File: src/two_species_lattice_sweep_defines.svh
// Assertion macros shared by the two-species lattice sweep modules.
// No dependencies; taken in by `include where assertions are written.
`ifndef TWO_SPECIES_LATTICE_SWEEP_DEFINES_SVH
`define TWO_SPECIES_LATTICE_SWEEP_DEFINES_SVH

// Same-cycle implication, disabled during reset
`define TSLS_ASSERT_IMP(lbl, clk, rst, ante, cons) \
   lbl: assert property (@(posedge clk) disable iff (rst) (ante) |-> (cons)) \
      else $error("two_species_lattice_sweep: assertion failed");

// Next-cycle implication, disabled during reset
`define TSLS_ASSERT_NXT(lbl, clk, rst, ante, cons) \
   lbl: assert property (@(posedge clk) disable iff (rst) (ante) |=> (cons)) \
      else $error("two_species_lattice_sweep: assertion failed");

`endif

File: src/tsls_pkg.sv
// Package for the two-species lattice sweep: field widths, reset values,
// register indexes and the types passed between front, queue and back.
// No dependencies.
package tsls_pkg;

   localparam int COUNT_W = 11;
   localparam int FRAC_W  = 16;
   localparam int SIZE_W  = 11;

   localparam logic [COUNT_W-1:0] COUNT_MAX = {COUNT_W{1'b1}};

   localparam logic [SIZE_W-1:0] RESET_LATTICE_SIZE = 11'd1024;
   localparam logic [FRAC_W-1:0] RESET_WIN_THRESH   = 16'd38550;
   localparam logic [FRAC_W-1:0] RESET_MUT_THRESH   = 16'd1311;

   // Register indexes (byte address divided by four)
   typedef enum logic [1:0] {
      REG_LATTICE_SIZE = 2'd0,
      REG_WIN_THRESH   = 2'd1,
      REG_MUT_THRESH   = 2'd2,
      REG_UNUSED       = 2'd3
   } reg_index_type;

   typedef enum logic {
      MODE_LOAD   = 1'b0,
      MODE_UPDATE = 1'b1
   } mode_type;

   typedef struct packed {
      logic [SIZE_W-1:0] lattice_size;
      logic [FRAC_W-1:0] win_thresh;
      logic [FRAC_W-1:0] mut_thresh;
   } cfg_type;

   // Per-transaction control, classified by the front end
   typedef struct packed {
      mode_type mode;
      logic     init_species;
      logic     phase;   // 0: odd sweep (left neighbour), 1: even sweep
      logic     last;
   } item_ctrl_type;

   typedef struct packed {
      logic [FRAC_W-1:0] u_select;
      logic [FRAC_W-1:0] u_mutate;
   } draws_type;

   function automatic logic [COUNT_W-1:0] sat_inc(input logic [COUNT_W-1:0] c);
      sat_inc = (c == COUNT_MAX) ? COUNT_MAX : c + 1'b1;
   endfunction

endpackage

File: src/tsls_queue.sv
// Short queue between front and back end of the lattice sweep.
// Uses tsls_pkg only for house consistency; assertions from the defines header.
`include "two_species_lattice_sweep_defines.svh"
module tsls_queue
   import tsls_pkg::*;
#(
   parameter int WIDTH = 8
) (
   input  logic             clock,
   input  logic             reset,
   input  logic             push,
   input  logic [WIDTH-1:0] din,
   input  logic             pop,
   output logic [WIDTH-1:0] dout,
   output logic             not_empty,
   output logic             full
);

   localparam int DEPTH = 4;
   localparam int PW    = $clog2(DEPTH);
   localparam logic [PW:0] DEPTH_C = (PW + 1)'(DEPTH);

   logic [WIDTH-1:0] store_ff [DEPTH];
   logic [PW-1:0]    wr_ptr_ff, rd_ptr_ff;
   logic [PW:0]      count_ff, count_in;

   assign dout      = store_ff[rd_ptr_ff];
   assign not_empty = (count_ff != '0);
   assign full      = (count_ff == DEPTH_C);

   // Track occupancy
   always_comb begin
      unique case ({push, pop})
         2'b10:   count_in = count_ff + 1'b1;
         2'b01:   count_in = count_ff - 1'b1;
         default: count_in = count_ff;
      endcase
   end

   always_ff @(posedge clock) begin
      if (reset) begin
         wr_ptr_ff <= '0;
         rd_ptr_ff <= '0;
         count_ff  <= '0;
      end else begin
         count_ff <= count_in;
         if (push) begin
            wr_ptr_ff <= wr_ptr_ff + 1'b1;
         end
         if (pop) begin
            rd_ptr_ff <= rd_ptr_ff + 1'b1;
         end
      end
   end

   // Hold entry payload until popped
   always_ff @(posedge clock) begin
      if (push) begin
         store_ff[wr_ptr_ff] <= din;
      end
   end

   `TSLS_ASSERT_IMP(a_no_overflow, clock, reset, push, !full)
   `TSLS_ASSERT_IMP(a_no_underflow, clock, reset, pop, not_empty)
   `TSLS_ASSERT_NXT(a_count_up, clock, reset, push && !pop, count_ff == $past(count_ff) + 1'b1)

endmodule

File: config.mk
export PLATFORM = sky130hd
export DESIGN_NAME = tsls_queue
export DESIGN_NICKNAME = d
export VERILOG_FILES = /design/src/tsls_pkg.sv /design/src/tsls_queue.sv
export VERILOG_INCLUDE_DIRS = /design/src /design/src/src
export SDC_FILE = /design/constraint.sdc
export NUM_CORES = 1
export LEC_CHECK = 0
export BUFFER_PORTS_ARGS = -buffer_cell sky130_fd_sc_hd__buf_2
export CAP_MARGIN = 20
export CORE_MARGIN = 2
export CORE_UTILIZATION = 55
export DETAILED_ROUTE_END_ITERATION = 12
export PLACE_DENSITY = 0.88
export SYNTH_ARGS = -nofsm -noshare
export SYNTH_HDL_FRONTEND = slang
export SYNTH_SLANG_ARGS = --single-unit
File: constraint.sdc
create_clock -name clock -period 1.8 [get_ports clock]
set_input_delay 0.09 -clock clock [delete_from_list [all_inputs] [get_ports clock]]
set_output_delay 0.09 -clock clock [all_outputs]
set_load 0.02 [all_outputs]
======== Word level (Yosys, flattened, before mapping) ========
Memory sizes are Yosys's and may differ from the RTL's. A register that Yosys moved wholly into a read port is not among the register bits.
Index checks and enable logic that the tools add are counted.
operators by class
  $add $sub $neg .......................... 4
  eq/ne operators ......................... 3
  multiplexer cells ....................... 5
  reductions and logical operators ........ 2
operators by type and width
  cell                                                 number
  one-hot mux 3 bit (2 select lines)                   1
  adder 2 x 1 -> 2 bit, second input constant          2
  two-way mux 2 bit                                    2
  adder 3 x 1 -> 3 bit, second input constant          1
  equality test 3 bit, second input constant           1
  nonzero test 3 bit                                   1
  subtractor 3 x 1 -> 3 bit, second input constant     1
  equality test 2 x 1 -> 1 bit, second input constant  1
  equality test 2 bit, second input constant           1
  two-way mux 1 bit                                    2
  nonzero test 2 bit                                   1
word-level totals
  bits of input ports ..................... 12
  output and inout bits ................... 10
  word-level logic and storage cells ...... 18
  register bits ........................... 7
  memory bits (writable) .................. 32
  memories kept ........................... 1
memory list
  name      depth  bits a word  read ports  clocked after memory_dff  wr ports  RTL line          source
  store_ff  4      8            1           1                         1         tsls_queue.sv:23  logic [WIDTH-1:0] store_ff [DEPTH];

======== Longest topological paths before layout ========
  depth in word-level cells ............... 3
  mapped depth ............................ 6
  gate-level depth less buffers ........... 6

======== Worst setup path after synthesis ========
OpenSTA, ideal clock, no wires.
  path kind ............................... register to register
  start ................................... reg count_ff[0]
  end ..................................... reg count_ff[2]
  arrival time ............................ 1,306 ps
  path slack .............................. 424 ps
  cell stages (with the launch flop) ...... 5
  setup time .............................. 70 ps
  required time ........................... 1,730 ps
  clock period less this slack ............ 1,376 ps
  buffers on the path ..................... 0
  path through ............................ dfxtp_1 fa_1 xnor2_1 or3_1 a21oi_1
between the ends
  longest elaborated chain between the ends .. 2
  elaborated cells between the ends (all ways) .. 3
  classes of those cells .................. 2 x add/sub; 1 x mux
ends and longest elaborated chain
  element                                                            RTL line                            source
  start: declaration                                                 tsls_queue.sv:25                    logic [PW:0] count_ff, count_in;
  start signal: assignment                                           tsls_queue.sv:46                    count_ff <= count_in;
  subtractor 3 x 1 -> 3 bit or adder 3 x 1 -> 3 bit (tied branches)  tsls_queue.sv:35, tsls_queue.sv:34
  one-hot mux 3 bit (2 select lines) (*)                             tsls_queue.sv:33                    unique case ({push, pop})
Mark *: on every way between the ends. The rest lies on a longest branch, timed or not.
A chain may end at the register's enable or synchronous reset.

==> qor.yml <==
syn_area_per_cell_sq_um: 18.64
p_leak_nw: 0.6861
n_antenna_cell: 0
track_usage_pct: 15.28
final_area_sq_mm: 0.001854
yosysTopAreaCell: "edfxtp_1"
synth_warnings: 0
worstHoldPathCells: 2
ant_nets: 0
busiest_layer: "met2"
drtIter0Drc: 16
seq_area_frac_synth_pct: 72.04
dp_slack_ps: 187.0
worstPathArrival_ps: 1540
post-route-drc-count: 0
power.total_mw: 1.824
post_dp_cell_area_sq_mm: 0.001715
drive_gt1_share_pct: 30.00
max_cap_viol_count: 0
seq_area_sq_mm: 0.001141
relSlewSlack_pct: 72.94
cts_setup_buffers: 0
worstHoldPathType: "in -> reg"
status: "finished, final reports clean"
hold_slack_ps: 22.88
cp-start-kind: "flop"
h-tree-depth: 2
r2r_cells: 4
cp-end-kind: "primary output"
mostFrequentLayoutCells: "edfxtp_1 (32), buf_2 (21), dfxtp_1 (9), mux4_2 (8), dlygate4sd3_1 (8)"
fin_cells: 151
fin_ws_ps: 169.1
cts_resized: 0
start_util_pct: 57.44
crit_buf_inv: 2
r2r_setup_slack_ps: 290
fp.dieW_microns: 57.67
fmax_ghz: 0.6131
synth_fp_nets: 103
period_needed_ps: 1631
tightest_slew_ps: 405.9
worstPathMaxFanout: 8
met3_usage_pct: 5.580
clockBufferDepth: 2
required_ps: 1710
path_cells: "buf_4 > mux4_2 > buf_2"
die_area_sq_mm: 0.003325
vias: 799
fillers: 193
clk_transition_reported_paths_ps: 110
routedWlPerCell_microns: 14.42
synth_top_area_share_pct: 60.66
first_pass_iters: 4
insertion_delay_ps: 320
grt_pass1_wl_microns: 3594
portBuffers: 21
final_util_pct: 67.24
die_h_microns: 57.67
vias_per_cell: 5.291
cpMaxStageDelayCell: "mux4_2"
rr_endpoint: "count_ff[2]"
timing.rr.start: "count_ff[0]"
cp_top_family: "multiplexers"
slowest_delay_ps: 520
overflow: 0
yosysUniqueCellTypes: 19
final_common_cell: "edfxtp_1"
grt_max_degree: 13
multi_input_area_sq_um: 411.6
syn-instance-count: 85
routed_wl_microns: 2178
ys_top_cells_by_area: "edfxtp_1 (61%), dfxtp_1 (11%), mux4_2 (11%)"
pwr_density_cell_mw_per_mm2: 983.5
grt_util_met1_pct: 18.34
rsz0062_at_grt: "no"
place_hpwl_microns: 1531
cts_sinks: 41
layout.nets: 137
synth_area_sq_mm: 0.001584
crit_end: "dout[7]"
core_sq_mm: 0.002758
area_growth_pct: 17.06
tritoncts: "built"
ir_worst_vdd_mv: 0.9309
path_class: "reg -> out"
cts_buffers: 5
path_depth: 3
cts_root_buffer: "clkbuf_4"
setup_viol: 0
dp.cells: 135
fin_skew_ps: 5.445
period_share_pct: 90.61
ys_ff_latch: 41
num_rows: 19
hold_viol_final: 0
met2_usage_pct: 25.32
ios: 22
gp_congestion: 0.6675
maxSlewViolCount: 0
grt_pass1_vias: 792
tns_ps: 0
antenna_found_initial: 0
## cell type report
class	count	area share, %
tap	31	2.092
multi-input combinational	38	22.20
inverter	3	0.6073
sequential	41	61.54
clock buffer	8	3.171
timing repair buffer	30	10.39
## synthesized netlist by cell type (all sizes together)
cell type	instances
edfxtp	32
dfxtp	9
mux4	8
nor2	7
ha	5
and2	4
inv	3
xnor2	3
clkbuf	2
mux2i	2
or3	2
xor2	2
a21oi	1
buf	1
fa	1
nand2	1
nor3b	1
o21ai	1
## sequential cells by signal, indices dropped and copies added, names as in the netlist, named ones only
register / cells
rd_ptr_ff: 2
count_ff: 3
store_ff: 32
wr_ptr_ff: 2
## how the worst min path moves through the flow
stage	to	startpoint
6_report	wr_ptr_ff[0]	reset
5_1_grt	wr_ptr_ff[0]	reset
4_1_cts	wr_ptr_ff[0]	reset
3_5_place_dp	store_ff[3][2]	din[2]
3_3_place_gp	store_ff[2][7]	din[7]
2_1_floorplan	store_ff[0][0]	din[0]
## power breakdown
| group | internal [mW] | switching, mW |
|---|---|---|
| Sequential | 1.08 | 0.0318 |
| Clock | 0.193 | 0.255 |
| Combinational | 0.126 | 0.140 |
| Total | 1.40 | 0.427 |
## timing repair
action                                  CTS  global route
endpoints found under the hold margin    32             0
hold buffers                              8             0
endpoints found under the setup margin    0             0
## kinds of logic after synthesis
logic type      Yosys count  share of synthesized area (%)
simple gates             15                          4.739
compound gates            2                         0.6313
mux                      10                          12.64
xor+xnor                  5                          2.765
flops                    41                          72.04
fa+ha+maj                 6                          5.213
buf+inv                   6                          1.974
## metal layers
layer / up-vias / share of wire (%)
li1: 388 / -
met1: 383 / 43
met2: 24 / 51
met3: 4 / 4.9
met4: 0 / 0.78
met5: - / 0
(Power assumes the default switching activity.)
