--- src/two_species_lattice_sweep_defines.svh ---
// Assertion macros shared by the two-species lattice sweep modules.
// No dependencies; taken in by `include where assertions are written.
`ifndef TWO_SPECIES_LATTICE_SWEEP_DEFINES_SVH
`define TWO_SPECIES_LATTICE_SWEEP_DEFINES_SVH

// Same-cycle implication, disabled during reset
`define TSLS_ASSERT_IMP(lbl, clk, rst, ante, cons) \
   lbl: assert property (@(posedge clk) disable iff (rst) (ante) |-> (cons)) \
      else $error("two_species_lattice_sweep: assertion failed");

// Next-cycle implication, disabled during reset
`define TSLS_ASSERT_NXT(lbl, clk, rst, ante, cons) \
   lbl: assert property (@(posedge clk) disable iff (rst) (ante) |=> (cons)) \
      else $error("two_species_lattice_sweep: assertion failed");

`endif

--- src/tsls_pkg.sv ---
// Package for the two-species lattice sweep: field widths, reset values,
// register indexes and the types passed between front, queue and back.
// No dependencies.
package tsls_pkg;

   localparam int COUNT_W = 11;
   localparam int FRAC_W  = 16;
   localparam int SIZE_W  = 11;

   localparam logic [COUNT_W-1:0] COUNT_MAX = {COUNT_W{1'b1}};

   localparam logic [SIZE_W-1:0] RESET_LATTICE_SIZE = 11'd1024;
   localparam logic [FRAC_W-1:0] RESET_WIN_THRESH   = 16'd38550;
   localparam logic [FRAC_W-1:0] RESET_MUT_THRESH   = 16'd1311;

   // Register indexes (byte address divided by four)
   typedef enum logic [1:0] {
      REG_LATTICE_SIZE = 2'd0,
      REG_WIN_THRESH   = 2'd1,
      REG_MUT_THRESH   = 2'd2,
      REG_UNUSED       = 2'd3
   } reg_index_type;

   typedef enum logic {
      MODE_LOAD   = 1'b0,
      MODE_UPDATE = 1'b1
   } mode_type;

   typedef struct packed {
      logic [SIZE_W-1:0] lattice_size;
      logic [FRAC_W-1:0] win_thresh;
      logic [FRAC_W-1:0] mut_thresh;
   } cfg_type;

   // Per-transaction control, classified by the front end
   typedef struct packed {
      mode_type mode;
      logic     init_species;
      logic     phase;   // 0: odd sweep (left neighbour), 1: even sweep
      logic     last;
   } item_ctrl_type;

   typedef struct packed {
      logic [FRAC_W-1:0] u_select;
      logic [FRAC_W-1:0] u_mutate;
   } draws_type;

   function automatic logic [COUNT_W-1:0] sat_inc(input logic [COUNT_W-1:0] c);
      sat_inc = (c == COUNT_MAX) ? COUNT_MAX : c + 1'b1;
   endfunction

endpackage

--- src/tsls_front.sv ---
// Front end of the lattice sweep: accepts transactions, tracks site and
// sweep phase, works out cell and neighbour addresses. Uses tsls_pkg.
module tsls_front
   import tsls_pkg::*;
#(
   parameter int MAX_SITES = 1024
) (
   input  logic                          clock,
   input  logic                          reset,
   input  cfg_type                       cfg,
   input  logic                          req_valid,
   output logic                          req_stall,
   input  logic                          req_mode,
   input  logic                          req_init_species,
   input  logic [FRAC_W-1:0]             req_u_select,
   input  logic [FRAC_W-1:0]             req_u_mutate,
   input  logic                          q_full,
   output logic                          q_push,
   output item_ctrl_type                 q_ctrl,
   output draws_type                     q_draws,
   output logic [$clog2(MAX_SITES)-1:0]  q_idx,
   output logic [$clog2(MAX_SITES)-1:0]  q_nb
);

   localparam int IW = $clog2(MAX_SITES);
   localparam int NW = (IW + 1 > SIZE_W) ? IW + 1 : SIZE_W;
   localparam logic [NW-1:0] N_MAX = NW'(MAX_SITES);
   localparam logic [NW-1:0] N_MIN = NW'(2);

   logic [IW-1:0] site_ff, site_in;
   logic          phase_ff, phase_in;
   logic [NW-1:0] size_ext, n_ring, n_less, site_plus;
   logic          last;
   logic          accept;

   // Clamp the ring size to the supported range
   always_comb begin
      size_ext = NW'(cfg.lattice_size);
      priority if (size_ext < N_MIN) begin
         n_ring = N_MIN;
      end else if (size_ext > N_MAX) begin
         n_ring = N_MAX;
      end else begin
         n_ring = size_ext;
      end
      n_less    = n_ring - 1'b1;
      site_plus = NW'(site_ff) + 1'b1;
      last      = (site_plus >= n_ring);
   end

   assign req_stall = q_full;
   assign accept    = req_valid && !q_full;

   // Classify the transaction and pick the neighbour address
   always_comb begin
      q_push              = accept;
      q_ctrl.mode         = mode_type'(req_mode);
      q_ctrl.init_species = req_init_species;
      q_ctrl.phase        = phase_ff;
      q_ctrl.last         = last;
      q_draws.u_select    = req_u_select;
      q_draws.u_mutate    = req_u_mutate;
      q_idx               = site_ff;
      if (!phase_ff) begin
         q_nb = (site_ff == '0) ? n_less[IW-1:0] : site_ff - 1'b1;
      end else begin
         q_nb = last ? '0 : site_plus[IW-1:0];
      end
   end

   // Advance the site counter; flip or restart the phase at the end of a pass
   always_comb begin
      site_in  = site_ff;
      phase_in = phase_ff;
      if (accept) begin
         site_in = last ? '0 : site_plus[IW-1:0];
         if (last) begin
            phase_in = (mode_type'(req_mode) == MODE_UPDATE) ? ~phase_ff : 1'b0;
         end
      end
   end

   always_ff @(posedge clock) begin
      if (reset) begin
         site_ff  <= '0;
         phase_ff <= 1'b0;
      end else begin
         site_ff  <= site_in;
         phase_ff <= phase_in;
      end
   end

endmodule

--- config.mk ---
export PLATFORM = sky130hd
export DESIGN_NAME = tsls_front
export DESIGN_NICKNAME = d
export VERILOG_FILES = /design/src/two_species_lattice_sweep_defines.svh /design/src/tsls_pkg.sv /design/src/tsls_front.sv
export SDC_FILE = /design/constraint.sdc
export NUM_CORES = 1
export LEC_CHECK = 0
export ABC_AREA = 1
export BUFFER_PORTS_ARGS = -buffer_cell sky130_fd_sc_hd__buf_2
export CORE_MARGIN = 10
export CORE_UTILIZATION = 35
export CTS_CLUSTER_DIAMETER = 120
export CTS_CLUSTER_SIZE = 40
export DETAILED_ROUTE_END_ITERATION = 16
export HOLD_SLACK_MARGIN = 0.1
export PLACE_DENSITY = 0.78
export SETUP_SLACK_MARGIN = 0.3
export SLEW_MARGIN = 20
export SYNTH_ARGS = -nofsm -noshare
export SYNTH_HDL_FRONTEND = slang
export SYNTH_SLANG_ARGS = --single-unit
--- constraint.sdc ---
create_clock -name clock -period 5.65 [get_ports clock]
set_input_delay 0.8475 -clock clock [delete_from_list [all_inputs] [get_ports clock]]
set_output_delay 0.8475 -clock clock [all_outputs]
set_load 0.005 [all_outputs]
Yosys cells after proc, flatten, opt, wreduce, memory -nomap -nowiden
Index checks and enable logic that the tools add are counted.

Bits in registers: 11. Input bits: 81. Word-level logic and storage cells: 19.

Add/subtract/negate cells: 3. $lt $le $gt $ge: 3. Mux-type cells: 6. Bitwise logic cells: 1. Reductions and logical operators: 4.

Operators with widths (number): $mux W10 (3); $mux W11 (2); $sub A10 B1 Y10 const B (2); $add A10 B1 Y11 const B (1); $ge A11 B11 Y1 (1); $gt A11 B11 Y1 const B (1); $lt A11 B2 Y1 const B (1); $logic_not A10 Y1 (1); $reduce_and A2 Y1 (1); $logic_and A1 B1 Y1 (1); $logic_not A1 Y1 (1); $mux W1 (1); $not A1 Y1 (1).

Depth between registers and ports, before layout
Word-level depth: 6. Gate-level depth with buffers: 19. Mapped depth without buffers: 18.

Least setup slack after synthesis
No wires, ideal clock.

Kind: input to output. From: input port cfg[33] (netlist name). To: output port q_nb[8]. Data arrival time: 2.661 ns. Path slack: 2.141 ns. Cell stages on the path: 18. Path buffers: 1. Path through: nor2_1 nand2_1 nor2_1 nand2_1 nand2_2 and2_1 inv_1 ha_1 nand2_1 o21ai_0 nand2_1 nand2_1 a31oi_1 nand2_1 inv_2 buf_4 nand2_1 o21ai_0.

Cells in the longest elaborated chain, start to end: 6.

Ends and longest elaborated chain: from (decl) (RTL line tsls_front.sv:10) `input cfg_type cfg,`; $gt A11 B11 Y1 (RTL line tsls_front.sv:41) `end else if (size_ext > N_MAX) begin`; $mux W11 (RTL line tsls_front.sv:41); $mux W11 * (RTL line tsls_front.sv:39) `priority if (size_ext < N_MIN) begin`; $ge A11 B11 Y1 * (RTL line tsls_front.sv:48) `last = (site_plus >= n_ring);`; net last (RTL line tsls_front.sv:33) `logic last;`; $mux W10 * (RTL line tsls_front.sv:67) `q_nb = last ? '0 : site_plus[IW-1:0];`; $mux W10 * (RTL line tsls_front.sv:64) `if (!phase_ff) begin`; to (decl) (RTL line tsls_front.sv:22) `output logic [$clog2(MAX_SITES)-1:0] q_nb`.

Mark *: on every way through the listed nets, which the timed path passes. The rest lies on a longest branch.

Final worst setup path
From: register site_ff[2], in the netlist q_idx[2]. To: output port q_nb[0].

Cells in the longest elaborated chain, start to end: 4.

Ends and longest elaborated chain: from (decl) (RTL line tsls_front.sv:30) `logic [IW-1:0] site_ff, site_in;`; from (signal assigned) (RTL line tsls_front.sv:88) `site_ff <= site_in;`; $add A10 B1 Y11 (RTL line tsls_front.sv:47) `site_plus = NW'(site_ff) + 1'b1;`; $ge A11 B11 Y1 (RTL line tsls_front.sv:48); $mux W10 (RTL line tsls_front.sv:67); $mux W10 * (RTL line tsls_front.sv:64).

Mark *: on every way between the ends. The rest lies on a longest branch, timed or not.

==> flow_metrics.tcl <==
set metrics [dict create \
    syn_area_sq_mm 0.00181 \
    insertion_delay_ns 0.24 \
    clkTransAtPathRegs_ns 0.05 \
    rsz0062_at_grt "no" \
    fin_worst_skew_ns 0.000879 \
    max-vdd-ir-drop_mv 0.112 \
    rr_worst_depth 14 \
    worstSetupPathType "reg2out" \
    clk_path_buf_depth 2 \
    start_util 0.357 \
    worstHoldPathCells 2 \
    vias 1773 \
    status "finished, final reports clean" \
    yosysUniqueCellTypes 28 \
    grt_start_max_net_pins 24 \
    dieArea_sq_mm 0.00846 \
    synthTopCellsByCount "nand2_1 (60), buf_4 (38), nand3_1 (34), inv_1 (33), nor2_1 (29)" \
    synth_warnings 0 \
    synth_top_area_frac 0.157 \
    max_stage_delay_ns 0.46 \
    power_density_mw_per_mm2 198 \
    crit_required_ns 4.80 \
    post_cts_resized 0 \
    setup_viol 0 \
    yosys-top-cells-area "buf_4 (16%), nand2_1 (12%), dfxtp_1 (12%), ha_1 (9.7%), nand3_1 (9.4%)" \
    drt-total-wl_mm 4.88 \
    slew_violations 0 \
    fp.coreArea_sq_mm 0.00507 \
    yosysSeqAreaShare 0.121 \
    htreeDepth 1 \
    cp_max_fo 14 \
    ios 139 \
    tritoncts "done" \
    worstPathArrival_ns 3.38 \
    grt_pass1_wl_mm 8.10 \
    area_growth_pct 1.72 \
    clock_tree.root_cell "clkbuf_8" \
    max_freq_ghz 0.236 \
    num_rows 26 \
    port_buffers 40 \
    yosysMostFrequentCell "nand2_1" \
    dp_hpwl_mm 4.27 \
    synthArstFlopShare 0 \
    synth.avg_cell_area_sq_um 6.07 \
    drc 0 \
    wl_per_cell_microns 13.1 \
    synth-seq-cells 11 \
    vias_per_cell 4.77 \
    grt_remaining_overflow 0 \
    synth_top_area_cell "buf_4" \
    cpMaxStageDelayCell "dfxtp_1" \
    maxCapViolCount 0 \
    cp-start-kind "flip-flop" \
    syn_inst 299 \
    end_kind "output pin" \
    tns_ns 0 \
    cts_buffers 3 \
    synth_flop_cell "dfxtp_1" \
    antenna_found_initial 0 \
    place.gp.congestion 0.908 \
    hold_path_class "reg2reg" \
    cts_setup_buffers 0 \
    cp_cell_sequence "nand3_2 -> or2_4 -> nor3_4 -> nand3_1 -> xor2_1 -> ha_1 -> nand2_1 -> o21a_1 -> nand2_1 -> a31oi_1 -> nand2_1 -> inv_2 -> nand2_1 -> o21ai_0 -> buf_2" \
    slew_headroom 0.685 \
    tightest_slew_ns 0.471 \
    final.min_clock_period_ns 4.23 \
    p_leak_nw 0.997 \
    antenna_cells 0 \
    die_h_microns 92.0 \
    grt_pass1_vias 1789 \
    syn-num-nets 394 \
    drtAntennaViolNets 0 \
    critPathMostFrequentCell "nand2_1" \
    min_period_over_period 0.749 \
    dr.pass1.iters 4 \
    drive_gt1_frac 0.219 \
    holdBufCountCts 0 \
    timing_hold_violations_final 0 \
    drt_iter0_drc 64 \
    clock_sink_count 11 \
    synth-edff-count 0 \
    fin_nets 398 \
    gr-usage-all-layers 0.114 \
    final_util 0.364 \
    fp.dieW_microns 92.0 \
]
[critical path, delay by kind of cell (launching register included)]
kind	cells	cell delay (ns)
simple gates	8	1.07
compound gates	3	0.50
flops	1	0.46
xor+xnor	1	0.41
buf+inv	2	0.39
fa+ha+maj	1	0.33
[area by class of cell]
| type | instances | area (sq um) |
|---|---|---|
| Sequential cell | 11 | 220 |
| Clock buffer | 4 | 45.0 |
| Multi-Input combinational cell | 206 | 1130 |
| Tap cell | 70 | 87.6 |
| Fill cell | 595 | 3230 |
| Inverter | 40 | 150 |
| Timing Repair Buffer | 41 | 208 |
[metal layers]
layer,GRT usage,up-vias,part of all wire
li1,-,939,-
met1,0.127,777,0.43
met2,0.208,51,0.49
met3,0.0269,6,0.060
met4,0.0373,0,0.017
met5,0,-,0
[cell families after synthesis]
kind of cell	Yosys count	share of synthesized area
fa+ha+maj	14	0.0966
simple gates	142	0.373
compound gates	44	0.127
flops	11	0.121
xor+xnor	6	0.0290
buf+inv	82	0.253
[flip-flops by register name, indices dropped and copies added, names as in the netlist]
| signal | cells |
|---|---|
| q_idx | 10 |
| phase_ff | 1 |
[per-stage QoR]
stage                     total power, mW  hold WS, ns  worst slack (ns)  cells  instance area, sq um
after floorplan                     0.246        0.510              2.14    299                  1810
after global routing                0.400        0.596              1.15    372                  1850
final                               0.365        0.545              1.42    372                  1850
after CTS                           0.368        0.545              1.47    372                  1850
after global placement              0.285        0.535              1.63    368                  1800
after detailed placement            0.290        0.538              1.57    368                  1800
[path summary, 6_finish.rpt]
check	from	endpoint	slack, ns
setup / recovery	q_idx[2]	q_nb[0]	1.42
hold reg to reg	phase_ff	phase_ff	0.55
setup reg to reg	q_idx[2]	q_idx[5]	2.67
hold / removal	phase_ff	phase_ff	0.55
[cells in the final DEF, fill, tap and decap left out, types with 2 or more instances in the layout]
cell type  count
nand2_1       60
buf_2         40
nand3_1       34
inv_1         33
nor2_1        29
o21ai_0       21
a21oi_1       16
ha_1          14
dfxtp_1       11
inv_2          7
xor2_1         6
nand2_2        5
nand4_1        4
nor3_4         3
o21ai_1        3
clkbuf_8       3
nor2_2         2
[where the power goes]
group	internal [mW]	total (mW)	switching (mW)
Sequential	0.0826	0.0895	0.00692
Clock	0.0495	0.0782	0.0287
Combinational	0.0766	0.197	0.120
Power figures use the tool's default switching activity.
